<file path="src/design/tts_pkg.sv">
// Types, constants and the series coefficient table of the trig unit.
// Depends on nothing.
package tts_pkg;

  typedef enum logic [1:0] {
    OP_SIN = 2'd0,
    OP_COS = 2'd1,
    OP_TAN = 2'd2,
    OP_COT = 2'd3
  } op_e;

  typedef enum logic [2:0] {
    ST_IDLE,
    ST_RED,
    ST_MUL,
    ST_DIV,
    ST_OUT
  } st_e;

  typedef enum logic [1:0] {
    MK_SQ,
    MK_HORN,
    MK_FIN
  } mk_e;

  localparam int WorkFrac = 28;
  localparam int MaxTerms = 12;
  localparam logic signed [63:0] PiQ     = 64'sd843314857;
  localparam logic signed [63:0] HalfPiQ = 64'sd421657428;
  localparam logic signed [63:0] TwoPiQ  = 64'sd1686629713;
  localparam logic signed [31:0] ValMax  = 32'sh7FFF_FFFF;
  localparam logic signed [31:0] ValMin  = 32'sh8000_0000;

  // Signed 1/(2i+1)! in Q.28.
  function automatic logic signed [63:0] coef(input logic [3:0] idx);
    logic signed [63:0] c;
    case (idx)
      4'd0:    c = 64'sd268435456;
      4'd1:    c = -64'sd44739243;
      4'd2:    c = 64'sd2236962;
      4'd3:    c = -64'sd53261;
      4'd4:    c = 64'sd740;
      4'd5:    c = -64'sd7;
      default: c = 64'sd0;
    endcase
    return c;
  endfunction

endpackage

</file>
<file path="src/design/trig_taylor_series_unit.sv">
// Top level of the sine/cosine/tangent/cotangent unit.
// Depends on tts_pkg, tts_front, tts_queue and tts_back.
//
// Request channel: req_valid_i with req_stall_o; req_type_i selects sine,
// cosine, tangent or cotangent, angle_i is radians with ANGLE_FRAC_BITS
// fraction bits. A request is taken on a clock edge with valid high and
// stall low; the front end converts the angle and parks it in a two-entry
// queue, so up to two requests are held while the engine works.
// Result channel: out_valid_o with out_stall_i carries value_o (Q7.24),
// overflowed_o and divide_by_zero_o; a stalled result holds steady.
// The engine handles one request at a time. A sine evaluation runs
// range reduction, then Q.28 products on the shared 32x32 multiplier,
// TERM_COUNT+1 products (TERM_COUNT clamped to 1..12), none at exactly pi.
// Tangent and cotangent run two evaluations and a radix-2 divider.
// Reset empties the queue and clears the result valid flag. While the
// receiver stalls, the engine finishes its current request and holds it,
// and the queue keeps taking requests until full.
module trig_taylor_series_unit #(
  parameter int TERM_COUNT = 10,
  parameter int ANGLE_FRAC_BITS = 28
) (
  input  logic               clk_i,
  input  logic               rst_ni,
  input  logic               req_valid_i,
  output logic               req_stall_o,
  input  logic [1:0]         req_type_i,
  input  logic signed [31:0] angle_i,
  output logic               out_valid_o,
  input  logic               out_stall_i,
  output logic signed [31:0] value_o,
  output logic               overflowed_o,
  output logic               divide_by_zero_o
);

  // width of the Q.28 angle after conversion
  localparam int XW = (ANGLE_FRAC_BITS >= tts_pkg::WorkFrac) ?
                      32 - (ANGLE_FRAC_BITS - tts_pkg::WorkFrac) :
                      32 + (tts_pkg::WorkFrac - ANGLE_FRAC_BITS);
  localparam int QW = XW + 2;

  logic          q_push, q_pop, q_full, q_empty;
  tts_pkg::op_e  f_op;
  logic [XW-1:0] f_x;
  logic [QW-1:0] q_out;

  tts_front #(.ANGLE_FRAC_BITS(ANGLE_FRAC_BITS), .XW(XW)) u_front (
    .req_valid_i (req_valid_i),
    .req_stall_o (req_stall_o),
    .req_type_i  (req_type_i),
    .angle_i     (angle_i),
    .q_full_i    (q_full),
    .q_push_o    (q_push),
    .q_op_o      (f_op),
    .q_x_o       (f_x)
  );

  // hold converted requests until the engine is free
  tts_queue #(.WIDTH(QW)) u_queue (
    .clk_i   (clk_i),
    .rst_ni  (rst_ni),
    .push_i  (q_push),
    .data_i  ({f_op, f_x}),
    .pop_i   (q_pop),
    .data_o  (q_out),
    .full_o  (q_full),
    .empty_o (q_empty)
  );

  tts_back #(.TERM_COUNT(TERM_COUNT), .XW(XW)) u_back (
    .clk_i            (clk_i),
    .rst_ni           (rst_ni),
    .q_empty_i        (q_empty),
    .q_op_i           (tts_pkg::op_e'(q_out[QW-1:XW])),
    .q_x_i            (q_out[XW-1:0]),
    .q_pop_o          (q_pop),
    .out_valid_o      (out_valid_o),
    .out_stall_i      (out_stall_i),
    .value_o          (value_o),
    .overflowed_o     (overflowed_o),
    .divide_by_zero_o (divide_by_zero_o)
  );

endmodule

</file>
<file path="src/design/tts_front.sv">
// Front end: take a request, bring the angle to Q.28 and push it to the queue.
// Depends on tts_pkg.
module tts_front #(
  parameter int ANGLE_FRAC_BITS = 28,
  parameter int XW = 32
) (
  input  logic              req_valid_i,
  output logic              req_stall_o,
  input  logic [1:0]        req_type_i,
  input  logic signed [31:0] angle_i,
  input  logic              q_full_i,
  output logic              q_push_o,
  output tts_pkg::op_e      q_op_o,
  output logic [XW-1:0]     q_x_o
);

  localparam int Sh = (ANGLE_FRAC_BITS >= tts_pkg::WorkFrac) ?
                      ANGLE_FRAC_BITS - tts_pkg::WorkFrac :
                      tts_pkg::WorkFrac - ANGLE_FRAC_BITS;

  assign req_stall_o = q_full_i;
  assign q_push_o    = req_valid_i && !q_full_i;
  assign q_op_o      = tts_pkg::op_e'(req_type_i);

  // Drop low bits (floor) or append zero bits to reach 28 fraction bits.
  if (ANGLE_FRAC_BITS >= tts_pkg::WorkFrac) begin : g_down
    assign q_x_o = angle_i[31:Sh];
  end else begin : g_up
    assign q_x_o = {angle_i, {Sh{1'b0}}};
  end

endmodule

</file>
<file path="src/design/tts_queue.sv">
// Two-entry queue between the front end and the evaluation engine.
// Depends on nothing.
module tts_queue #(
  parameter int WIDTH = 34
) (
  input  logic             clk_i,
  input  logic             rst_ni,
  input  logic             push_i,
  input  logic [WIDTH-1:0] data_i,
  input  logic             pop_i,
  output logic [WIDTH-1:0] data_o,
  output logic             full_o,
  output logic             empty_o
);

  logic [WIDTH-1:0] mem_q [2];
  logic             wr_q, wr_d, rd_q, rd_d;
  logic [1:0]       cnt_q, cnt_d;

  assign full_o  = cnt_q == 2'd2;
  assign empty_o = cnt_q == 2'd0;
  assign data_o  = mem_q[rd_q];

  always_comb begin
    wr_d  = push_i ? !wr_q : wr_q;
    rd_d  = pop_i ? !rd_q : rd_q;
    cnt_d = cnt_q + {1'b0, push_i} - {1'b0, pop_i};
  end

  always_ff @(posedge clk_i) begin
    if (push_i) begin
      mem_q[wr_q] <= data_i;
    end
  end

  always_ff @(posedge clk_i or negedge rst_ni) begin
    if (!rst_ni) begin
      wr_q  <= 1'b0;
      rd_q  <= 1'b0;
      cnt_q <= 2'd0;
    end else begin
      wr_q  <= wr_d;
      rd_q  <= rd_d;
      cnt_q <= cnt_d;
    end
  end

endmodule

</file>
<file path="src/design/tts_back.sv">
// Evaluation engine: range reduction, Horner series on a shared 32x32
// multiplier, bit-serial division and the result register. Depends on tts_pkg.
module tts_back #(
  parameter int TERM_COUNT = 10,
  parameter int XW = 32
) (
  input  logic               clk_i,
  input  logic               rst_ni,
  input  logic               q_empty_i,
  input  tts_pkg::op_e       q_op_i,
  input  logic [XW-1:0]      q_x_i,
  output logic               q_pop_o,
  output logic               out_valid_o,
  input  logic               out_stall_i,
  output logic signed [31:0] value_o,
  output logic               overflowed_o,
  output logic               divide_by_zero_o
);

  localparam int NT = (TERM_COUNT > tts_pkg::MaxTerms) ? tts_pkg::MaxTerms :
                      (TERM_COUNT < 1) ? 1 : TERM_COUNT;
  localparam logic [3:0] LastIdx = 4'(NT - 1);

  tts_pkg::st_e state_q, state_d;
  tts_pkg::op_e op_q, op_d;
  tts_pkg::mk_e mk_q, mk_d;
  logic signed [63:0] x0_q, x0_d, x_q, x_d, u_q, u_d, s_q, s_d, sn_q, sn_d;
  logic [63:0] acc_q, acc_d;
  logic [2:0]  cnt_q, cnt_d;
  logic [3:0]  idx_q, idx_d;
  logic        second_q, second_d;
  logic [63:0] rem_q, rem_d, quo_q, quo_d, den_q, den_d;
  logic        neg_q, neg_d;
  logic [5:0]  dcnt_q, dcnt_d;
  logic signed [31:0] res_q, res_d;
  logic        rovf_q, rovf_d, rdz_q, rdz_d;
  logic        ov_q, ov_d, ovf_q, ovf_d, odz_q, odz_d;
  logic signed [31:0] oval_q, oval_d;

  // shared datapath terms
  logic signed [63:0] ma, mb, mr, fin_val, num, dn, nsh, t24;
  logic [31:0] mul_a, mul_b;
  logic [63:0] prod, acc_sum, nmag, dmag;
  logic [64:0] shr, trial, q65;
  logic        fin, pi_hit, red_done, mul_last, dbit, out_free, div_last;
  logic [63:0] qmag;

  assign out_free = !ov_q || !out_stall_i;
  assign red_done = (state_q == tts_pkg::ST_RED) && (cnt_q == 3'd4);
  assign pi_hit   = red_done && (x_q == tts_pkg::PiQ);
  assign mul_last = (state_q == tts_pkg::ST_MUL) && (cnt_q == 3'd3);
  assign fin      = pi_hit || (mul_last && (mk_q == tts_pkg::MK_FIN));
  assign div_last = (state_q == tts_pkg::ST_DIV) && (dcnt_q == 6'd63);

  // operand select for the product in flight
  always_comb begin
    case (mk_q)
      tts_pkg::MK_SQ:   begin ma = x_q; mb = x_q; end
      tts_pkg::MK_HORN: begin ma = s_q; mb = u_q; end
      default:          begin ma = s_q; mb = x_q; end
    endcase
    mul_a   = (cnt_q == 3'd1) ? ma[63:32] : ma[31:0];
    mul_b   = (cnt_q == 3'd2) ? mb[63:32] : mb[31:0];
    prod    = {32'd0, mul_a} * {32'd0, mul_b};
    acc_sum = acc_q + 64'(64'sd1 <<< (tts_pkg::WorkFrac - 1));
    mr      = $signed(acc_sum) >>> tts_pkg::WorkFrac;
    fin_val = pi_hit ? 64'sd0 : mr;
    t24     = (fin_val + 64'sd8) >>> 4;
    num     = (op_q == tts_pkg::OP_TAN) ? sn_q : fin_val;
    dn      = (op_q == tts_pkg::OP_TAN) ? fin_val : sn_q;
    nsh     = num <<< 24;
    nmag    = nsh[63] ? 64'(-nsh) : 64'(nsh);
    dmag    = dn[63] ? 64'(-dn) : 64'(dn);
    shr     = {rem_q, quo_q[63]};
    trial   = shr - {1'b0, den_q};
    dbit    = !trial[64];
    qmag    = {quo_q[62:0], dbit};
    q65     = neg_q ? 65'(-{1'b0, qmag}) : {1'b0, qmag};
  end

  // next state
  always_comb begin
    state_d = state_q;
    case (state_q)
      tts_pkg::ST_IDLE: if (!q_empty_i) state_d = tts_pkg::ST_RED;
      tts_pkg::ST_RED: begin
        if (pi_hit) begin
          if (op_q == tts_pkg::OP_SIN || op_q == tts_pkg::OP_COS || !second_q) begin
            state_d = (op_q == tts_pkg::OP_SIN || op_q == tts_pkg::OP_COS) ?
                      tts_pkg::ST_OUT : tts_pkg::ST_RED;
          end else begin
            state_d = (dn == 64'sd0) ? tts_pkg::ST_OUT : tts_pkg::ST_DIV;
          end
        end else if (red_done) begin
          state_d = tts_pkg::ST_MUL;
        end
      end
      tts_pkg::ST_MUL: begin
        if (fin) begin
          if (op_q == tts_pkg::OP_SIN || op_q == tts_pkg::OP_COS) begin
            state_d = tts_pkg::ST_OUT;
          end else if (!second_q) begin
            state_d = tts_pkg::ST_RED;
          end else begin
            state_d = (dn == 64'sd0) ? tts_pkg::ST_OUT : tts_pkg::ST_DIV;
          end
        end
      end
      tts_pkg::ST_DIV: if (div_last) state_d = tts_pkg::ST_OUT;
      tts_pkg::ST_OUT: if (out_free) state_d = tts_pkg::ST_IDLE;
      default: state_d = tts_pkg::ST_IDLE;
    endcase
  end

  // datapath and outputs
  always_comb begin
    q_pop_o  = (state_q == tts_pkg::ST_IDLE) && !q_empty_i;
    op_d = op_q; mk_d = mk_q; x0_d = x0_q; x_d = x_q; u_d = u_q; s_d = s_q;
    sn_d = sn_q; acc_d = acc_q; cnt_d = cnt_q; idx_d = idx_q; second_d = second_q;
    rem_d = rem_q; quo_d = quo_q; den_d = den_q; neg_d = neg_q; dcnt_d = dcnt_q;
    res_d = res_q; rovf_d = rovf_q; rdz_d = rdz_q;
    ov_d = ov_q && out_stall_i; ovf_d = ovf_q; odz_d = odz_q; oval_d = oval_q;

    case (state_q)
      tts_pkg::ST_IDLE: begin
        if (!q_empty_i) begin
          op_d     = q_op_i;
          x0_d     = 64'($signed(q_x_i));
          x_d      = (q_op_i == tts_pkg::OP_COS) ?
                     tts_pkg::HalfPiQ - 64'($signed(q_x_i)) : 64'($signed(q_x_i));
          cnt_d    = 3'd0;
          second_d = 1'b0;
        end
      end
      tts_pkg::ST_RED: begin
        // two steps down by 2*pi, then two steps up
        if (cnt_q < 3'd2 && x_q > tts_pkg::PiQ) begin
          x_d = x_q - tts_pkg::TwoPiQ;
        end else if (cnt_q >= 3'd2 && cnt_q < 3'd4 && x_q < -tts_pkg::PiQ) begin
          x_d = x_q + tts_pkg::TwoPiQ;
        end
        cnt_d = cnt_q + 3'd1;
        if (red_done) begin
          cnt_d = 3'd0;
          mk_d  = tts_pkg::MK_SQ;
        end
      end
      tts_pkg::ST_MUL: begin
        cnt_d = cnt_q + 3'd1;
        if (cnt_q == 3'd0) begin
          acc_d = prod;
        end else if (cnt_q != 3'd3) begin
          acc_d = acc_q + {prod[31:0], 32'd0};
        end else begin
          cnt_d = 3'd0;
          case (mk_q)
            tts_pkg::MK_SQ: begin
              u_d = mr;
              s_d = tts_pkg::coef(LastIdx);
              if (LastIdx == 4'd0) begin
                mk_d = tts_pkg::MK_FIN;
              end else begin
                mk_d  = tts_pkg::MK_HORN;
                idx_d = LastIdx - 4'd1;
              end
            end
            tts_pkg::MK_HORN: begin
              s_d = tts_pkg::coef(idx_q) + mr;
              if (idx_q == 4'd0) mk_d = tts_pkg::MK_FIN;
              else idx_d = idx_q - 4'd1;
            end
            default: ;
          endcase
        end
      end
      tts_pkg::ST_DIV: begin
        rem_d  = dbit ? trial[63:0] : shr[63:0];
        quo_d  = qmag;
        dcnt_d = dcnt_q + 6'd1;
        if (div_last) begin
          rdz_d = 1'b0;
          if ($signed(q65) > 65'($signed(tts_pkg::ValMax))) begin
            res_d = tts_pkg::ValMax; rovf_d = 1'b1;
          end else if ($signed(q65) < 65'($signed(tts_pkg::ValMin))) begin
            res_d = tts_pkg::ValMin; rovf_d = 1'b1;
          end else begin
            res_d = q65[31:0]; rovf_d = 1'b0;
          end
        end
      end
      tts_pkg::ST_OUT: begin
        if (out_free) begin
          ov_d = 1'b1; oval_d = res_q; ovf_d = rovf_q; odz_d = rdz_q;
        end
      end
      default: ;
    endcase

    // a sine evaluation just finished: route its value
    if (fin) begin
      cnt_d = 3'd0;
      if (op_q == tts_pkg::OP_SIN || op_q == tts_pkg::OP_COS) begin
        res_d = t24[31:0]; rovf_d = 1'b0; rdz_d = 1'b0;
      end else if (!second_q) begin
        sn_d     = fin_val;
        second_d = 1'b1;
        x_d      = tts_pkg::HalfPiQ - x0_q;
      end else if (dn == 64'sd0) begin
        res_d  = num[63] ? tts_pkg::ValMin : tts_pkg::ValMax;
        rovf_d = 1'b1;
        rdz_d  = 1'b1;
      end else begin
        quo_d  = nmag;
        den_d  = dmag;
        rem_d  = 64'd0;
        neg_d  = nsh[63] ^ dn[63];
        dcnt_d = 6'd0;
      end
    end
  end

  assign out_valid_o      = ov_q;
  assign value_o          = oval_q;
  assign overflowed_o     = ovf_q;
  assign divide_by_zero_o = odz_q;

  always_ff @(posedge clk_i) begin
    op_q <= op_d; mk_q <= mk_d; x0_q <= x0_d; x_q <= x_d; u_q <= u_d; s_q <= s_d;
    sn_q <= sn_d; acc_q <= acc_d; idx_q <= idx_d; second_q <= second_d;
    rem_q <= rem_d; quo_q <= quo_d; den_q <= den_d; neg_q <= neg_d; dcnt_q <= dcnt_d;
    res_q <= res_d; rovf_q <= rovf_d; rdz_q <= rdz_d;
    oval_q <= oval_d; ovf_q <= ovf_d; odz_q <= odz_d;
  end

  always_ff @(posedge clk_i or negedge rst_ni) begin
    if (!rst_ni) begin
      state_q <= tts_pkg::ST_IDLE;
      cnt_q   <= 3'd0;
      ov_q    <= 1'b0;
    end else begin
      state_q <= state_d;
      cnt_q   <= cnt_d;
      ov_q    <= ov_d;
    end
  end

endmodule

</file>
<file path="config.mk">
export PLATFORM = sky130hd
export DESIGN_NAME = trig_taylor_series_unit
export DESIGN_NICKNAME = d
export VERILOG_FILES = /design/src/design/tts_pkg.sv /design/src/design/trig_taylor_series_unit.sv /design/src/design/tts_front.sv /design/src/design/tts_queue.sv /design/src/design/tts_back.sv
export SDC_FILE = /design/constraint.sdc
export NUM_CORES = 2
export LEC_CHECK = 0
export BUFFER_PORTS_ARGS = -buffer_cell sky130_fd_sc_hd__buf_4
export CORE_ASPECT_RATIO = 1.1
export CORE_MARGIN = 2
export CORE_UTILIZATION = 45
export DETAILED_ROUTE_END_ITERATION = 10
export SLEW_MARGIN = 20
export SYNTH_ARGS = -nofsm -noshare
export SYNTH_HDL_FRONTEND = slang
export SYNTH_SLANG_ARGS = --single-unit
</file>
<file path="constraint.sdc">
create_clock -name clk_i -period 16.9 [get_ports clk_i]
set_clock_uncertainty 0.15 [all_clocks]
set_input_delay 4.225 -clock clk_i [delete_from_list [all_inputs] [get_ports clk_i]]
set_output_delay 4.225 -clock clk_i [all_outputs]
set_load 0.01 [all_outputs]
</file>
# [Yosys cells after proc, flatten, opt, wreduce, memory -nomap -nowiden]
# Memory sizes are Yosys's and may differ from the RTL's.
# Cells that the tools add are included.
[totals] wordCells=240 regBits=611 ramBits=68 n_memories=1
[classes] addsub=17 n_lt_le_gt_ge=7 reduce_logical=45 mul=1 bitwise_logic=7 n_eq_ne=34 n_mux=100
[mem_list] memory="u_queue.mem_q" words=2 width=34 rd=1 rd_ports_with_merged_regs=0 wr=1 line_no="tts_queue.sv:16" rtl="logic [WIDTH-1:0] mem_q [2];"
[ops] cell="two-way mux 64 bit" count=30
[ops] cell="one-hot mux 64 bit (6 select lines)" count=1
[ops] cell="two-way mux 32 bit" count=11
[ops] cell="one-hot mux 64 bit (2 select lines)" count=2
[ops] cell="negator 64 bit" count=2
[ops] cell="subtractor 30 x 32 -> 33 bit, first input constant" count=2
[ops] cell="greater-than comparator 65 x 32 -> 1 bit, second input constant" count=1
[ops] cell="less-than comparator 65 x 32 -> 1 bit, second input constant" count=1
[ops] cell="two-way mux 65 bit" count=1
[ops] cell="negator 64 -> 65 bit" count=1
[ops] cell="subtractor 65 x 64 -> 65 bit" count=1
[ops] cell="adder 64 x 28 -> 64 bit, second input constant" count=1
[ops] cell="adder 64 x 32 -> 64 bit, second input constant" count=1
[ops] cell="adder 64 x 36 -> 64 bit" count=1
[ops] cell="adder 64 bit" count=1
[ops] cell="== test 64 x 31 -> 1 bit, second input constant" count=1
[ops] cell="greater-than comparator 64 x 31 -> 1 bit, second input constant" count=1
[ops] cell="logical NOT 64 bit" count=1
[ops] cell="less-than comparator 64 x 31 -> 1 bit, second input constant" count=1
[ops] cell="multiplier 32 x 32 -> 64 bit" count=1
[ops] cell="subtractor 64 x 32 -> 64 bit, second input constant" count=1
[ops] cell="two-way mux 63 bit" count=1
[ops] cell="two-way mux 3 bit" count=16
[ops] cell="adder 36 x 5 -> 36 bit, second input constant" count=1
[ops] cell="other kinds (45)" count=130

# [Longest topological paths before layout]
[logic_depth] ltp_word=13 ltp_mapped=45 ltp_nobuf=41

# [Hierarchy]
# From an unflattened synthesis, not the netlist that was laid out.
[hier_totals] hier_cells=8886 area_unflattened_um2=75254.7
[modules_own_cells] module="tts_back" area_each_um2=72176.7 n_inst=1 cells_each=8729
[modules_own_cells] module="tts_queue" area_each_um2=2801.4 n_inst=1 cells_each=121
[modules_own_cells] module="tts_front" area_each_um2=276.5 n_inst=1 cells_each=36

# [Worst setup path before layout]
# No wires, ideal clock.
[synth_path] path_kind="reg-to-reg" from="register u_back.cnt_q[1]" to="register u_back.acc_q[63] (data pin)" required_time_ps=16493 setup_slack_ps=6839 setup_ps=257 stages_incl_launch_ff=44 n_path_buf=3 synth_period_minus_slack_ps=10061 arrival_time_ps=9654 cell_sequence="dfrtp_1 -> inv_1 -> ha_1 -> nand2_1 -> clkbuf_1 -> clkbuf_1 -> o211ai_1 -> o21ai_1 -> clkbuf_1 -> nor2_1 -> fa_1 -> fa_1 -> inv_1 -> fa_1 -> fa_1 -> inv_1 -> ha_1 -> ha_1 -> (+8 left out) -> a21o_1 -> o21ai_0 -> and2_1 -> nor2_1 -> nor2_1 -> nor2_1 -> xnor2_1 -> ha_1 -> o21a_1 -> o21ai_0 -> a221o_1 -> o21a_1 -> o21a_1 -> o21ai_0 -> nand3_1 -> nand2_1 -> mux2i_1 -> a21oi_1"
[synth_via] elab_chain_cells=6 word_cells_on_any_way=9 cone_classes="add/sub (1); mul (1); eq/ne (2); mux (4); reduce/logical (1)"
[synth_lines] element="from (decl)" line_no="tts_back.sv:29" rtl="logic [2:0] cnt_q, cnt_d;"
[synth_lines] element="from (signal assigned)" line_no="tts_back.sv:242" rtl="cnt_q <= cnt_d;"
[synth_lines] element="== test 3 x 1 -> 1 bit / == test 3 x 2 -> 1 bit (equally long branches)" line_no="tts_back.sv:62, tts_back.sv:63"
[synth_lines] element="two-way mux 32 bit (on tied branches)" line_no="tts_back.sv:62, tts_back.sv:63"
[synth_lines] element="multiplier 32 x 32 -> 64 bit" line_no="tts_back.sv:64" rtl="prod = {32'd0, mul_a} * {32'd0, mul_b};"
[synth_lines] element="adder 64 bit" line_no="tts_back.sv:153" rtl="acc_d = acc_q + {prod[31:0], 32'd0};"
[synth_lines] element="two-way mux 64 bit" line_no="tts_back.sv:152" rtl="end else if (cnt_q != 3'd3) begin"
[synth_lines] element="two-way mux 64 bit (*)" line_no="tts_back.sv:150" rtl="if (cnt_q == 3'd0) begin"
[synth_lines] element="to (signal assigned)" line_no="tts_back.sv:229" rtl="sn_q <= sn_d; acc_q <= acc_d; idx_q <= idx_d; second_q <= second_d;"
[synth_lines] element="to (decl)" line_no="tts_back.sv:28" rtl="logic [63:0] acc_q, acc_d;"
# Mark *: on every way between the ends. The rest lies on a longest branch, timed or not. The select of a mux whose other input is x is not followed.
# A chain may end at the register's enable or synchronous reset.

# [Worst setup path in the final report]
[layout_path] from="register u_back.mk_q[0]" to="register u_back.acc_q[62] (data pin)"
[layout_via] elab_chain_cells=7 word_cells_on_any_way=10 cone_classes="add/sub (1); mul (1); eq/ne (1); mux (6); reduce/logical (1)"
[layout_lines] element="from (decl)" line_no="tts_back.sv:26" rtl="tts_pkg::mk_e mk_q, mk_d;"
[layout_lines] element="from (signal assigned)" line_no="tts_back.sv:228" rtl="op_q <= op_d; mk_q <= mk_d; x0_q <= x0_d; x_q <= x_d; u_q <= u_d; s_q <= s_d;"
[layout_lines] element="== test 2 x 1 -> 1 bit / logical NOT 2 bit (equally long branches)" line_no="tts_back.sv:57" rtl="case (mk_q)"
[layout_lines] element="two-way mux 64 bit" line_no="tts_back.sv:57"
[layout_lines] element="two-way mux 32 bit (on tied branches)" line_no="tts_back.sv:63, tts_back.sv:62"
[layout_lines] element="multiplier 32 x 32 -> 64 bit (*)" line_no="tts_back.sv:64"
[layout_lines] element="adder 64 bit" line_no="tts_back.sv:153"
[layout_lines] element="two-way mux 64 bit" line_no="tts_back.sv:152"
[layout_lines] element="two-way mux 64 bit (*)" line_no="tts_back.sv:150"
# Marked as above.

==> flow_summary.ini <==
[sta]
period_needed_ns = 11.19
fin_hold_ws_ns = 0.286
setup_viol = 0
finalCritPeriodShare_pct = 66.2
setup_tns_ns = 0
rsz0062_at_grt = no
max_freq_mhz = 89.4
slew_viol_final = 0
hold_viol = 0
slew_headroom_pct = 18.2
worstMarginPinSlew_ns = 1.23

[clock_network]
cts_setup_buffers = 0
cts_made_buffers = 71
cts_tree = built
cts.clk_slew.worst_paths_ns = 0.06
cts_sinks = 624
htree_levels = 3
cts_resized = 0
cts-root-buf = clkbuf_16
hold_buffers = 0
cts.path.max_buffers = 3
clkLatencyLatePin_ns = 0.67

[detailed_routing]
first_pass_iters = 6
drt_iter0_markers = 6774
num_vias = 65984
wl_per_cell_um = 24.1
antenna_left = 0
wl_um = 269000
drcViolationCount = 0
routed_via_density = 5.93

[worst_setup_path]
r2r_start = u_back.mk_q[0]
crit_start = u_back.mk_q[0]
start_kind = flip-flop
crit_fanout = 64
path_common_cell = fa_1
cp_num_buf_inv = 6
worstPathRequired_ns = 17.14
crit_type = flip-flop to flip-flop
cp_slowest_stage_delay_ns = 0.96
critPathSlowestCell = o21a_1
cp-end-kind = flip-flop
critPathTopFamily = adder cells
arrival_ns = 11.43

[global_route]
grt_max_degree = 170
grt_pass1_wl_um = 409000
gr-total-overflow = 0
grtUsageTotal_pct = 30.9
antenna_found_initial = 7
first_global_vias = 65459

[synthesis]
yosys.area.top_type_share_pct = 23.6
seq_area_frac_synth_pct = 21.4
syn_inst = 9032
ys_top_cells_by_area = fa_1 24%, edfxtp_1 15%, ha_1 6.8%, nand2_1 6.4%, dfxtp_1 6.1%
yosys.area.top_type = fa_1
syn_avg_cell_area_um2 = 8.45
ys_types = 118
synth_edf_count = 380
async_flop_share_pct = 1.76
synth_seq_cells = 624
yosysMostFrequentCell = nand2_1
synth_common_cells = 1308 x nand2_1, 1161 x inv_1, 899 x fa_1
synth_top_flop_cell = edfxtp_1
yosys_warnings = 0
synth_area_um2 = 76300

[floorplan]
io-pin-count = 74
num_rows = 158
coreArea_um2 = 168000
initial_core_util_pct = 45.3
die_h_um = 436
dieArea_um2 = 173000
die_w_um = 397

[min_path]
hp-class = flip-flop to flip-flop
hold_start = u_back.rdz_q

[finish]
nFillCells = 16333
syn_to_final_growth_pct = 6.83
seq_area_um2 = 16400
drive_gt1_share_pct = 6.23
multiInputGateArea_um2 = 53700
fin_util_pct = 48.4
nNetsFinal = 10187
fin_cells = 11133

[place]
dp_hpwl_um = 206000
portBuffers = 73
dp_cells = 11000
gp_congestion = 1.00

[status]
status = complete, no violations

[run]
max_cap_viol_count = 0
## stage by stage
| step | cell area [µm²] | setup WS, ns |
|---|---|---|
| 3_3_place_gp | 79000 | 5.89 |
| 5_1_grt | 81500 | 4.99 |
| 6_report | 81500 | 5.71 |
| 3_5_place_dp | 79100 | 5.80 |
| 2_1_floorplan | 76400 | 6.84 |
| 4_1_cts | 81500 | 5.76 |
## cell type report
cell class	count	share of cell area (%)
well taps	2240	3.44
clock buffers	93	2.43
repair buffers	240	2.24
multi-input cells	6730	65.9
clock inverters	39	0.547
diodes	1	0.00307
flip-flops and latches	624	20.1
inverters	1166	5.37
## layout by cell type, fill, tap and decap left out, drive strengths merged, types with 78 or more instances in the layout
master / count
a21o: 142
a31oi: 78
fa: 899
nand4: 82
clkbuf: 93
dfxtp: 233
edfxtp: 380
ha: 417
xor2: 139
nand2: 1308
inv: 1168
xnor2: 273
o21a: 98
nor2: 864
nor3: 173
o21ai: 472
nand3: 153
a21oi: 481
buf: 240
## per-layer routing
layer  vias to the layer above  wire length, µm  GRT usage [%]
met4                         6            13100           12.4
met3                       565            23800           5.87
met5                         -               44              0
met1                     32859           111000           42.1
li1                      29609                -              -
met2                      2945           121000           48.5
## final timing paths
kind	slack, ns	cells after the start	end
setup / recovery	5.71	39	u_back.acc_q[62]
hold reg to reg	0.29	0	u_back.divide_by_zero_o
min in group asynchronous	3.27	1	u_queue.rd_q
hold / removal	0.29	0	u_back.divide_by_zero_o
setup reg to reg	5.71	39	u_back.acc_q[62]
max in group asynchronous	13.11	1	u_queue.rd_q
## worst register-to-register path, delay by kind of cell (launching register included)
kind,cells,cell delay (ns)
AO/OA/AOI/OAI,11,3.00
AND/OR/NAND/NOR,9,1.44
XOR/XNOR,2,0.38
multiplexers,1,0.09
buffers and inverters,6,0.94
adder cells (fa/ha/maj),10,4.41
flip-flops,1,0.50
## logic make-up (layout without fill, tap and decap cells)
kind of cell,Yosys count,after routing,synth area share [%]
mux,106,106,1.78
compound gates,1780,1780,15.0
fa+ha+maj,1316,1316,30.4
buf+inv,1705,1538,8.54
other cells,1,29,0.00492
flops,624,624,21.4
xor+xnor,412,412,4.73
simple gates,3088,3088,18.1
## registers in the layout, summed over array words and instances (netlist names), 32 cells and up
register	cells
u_back.acc_q	37
u_back.x_q	64
u_queue.mem_q	68
u_back.quo_q	64
u_back.s_q	64
u_back.res_q	32
u_back.u_q	36
u_back.value_o	32
u_back.den_q	64
u_back.rem_q	64
u_back.sn_q	36
u_back.x0_q	32
Power is not shown: default switching activity piles up to over one toggle a cycle in this logic, so the estimate is an artifact.
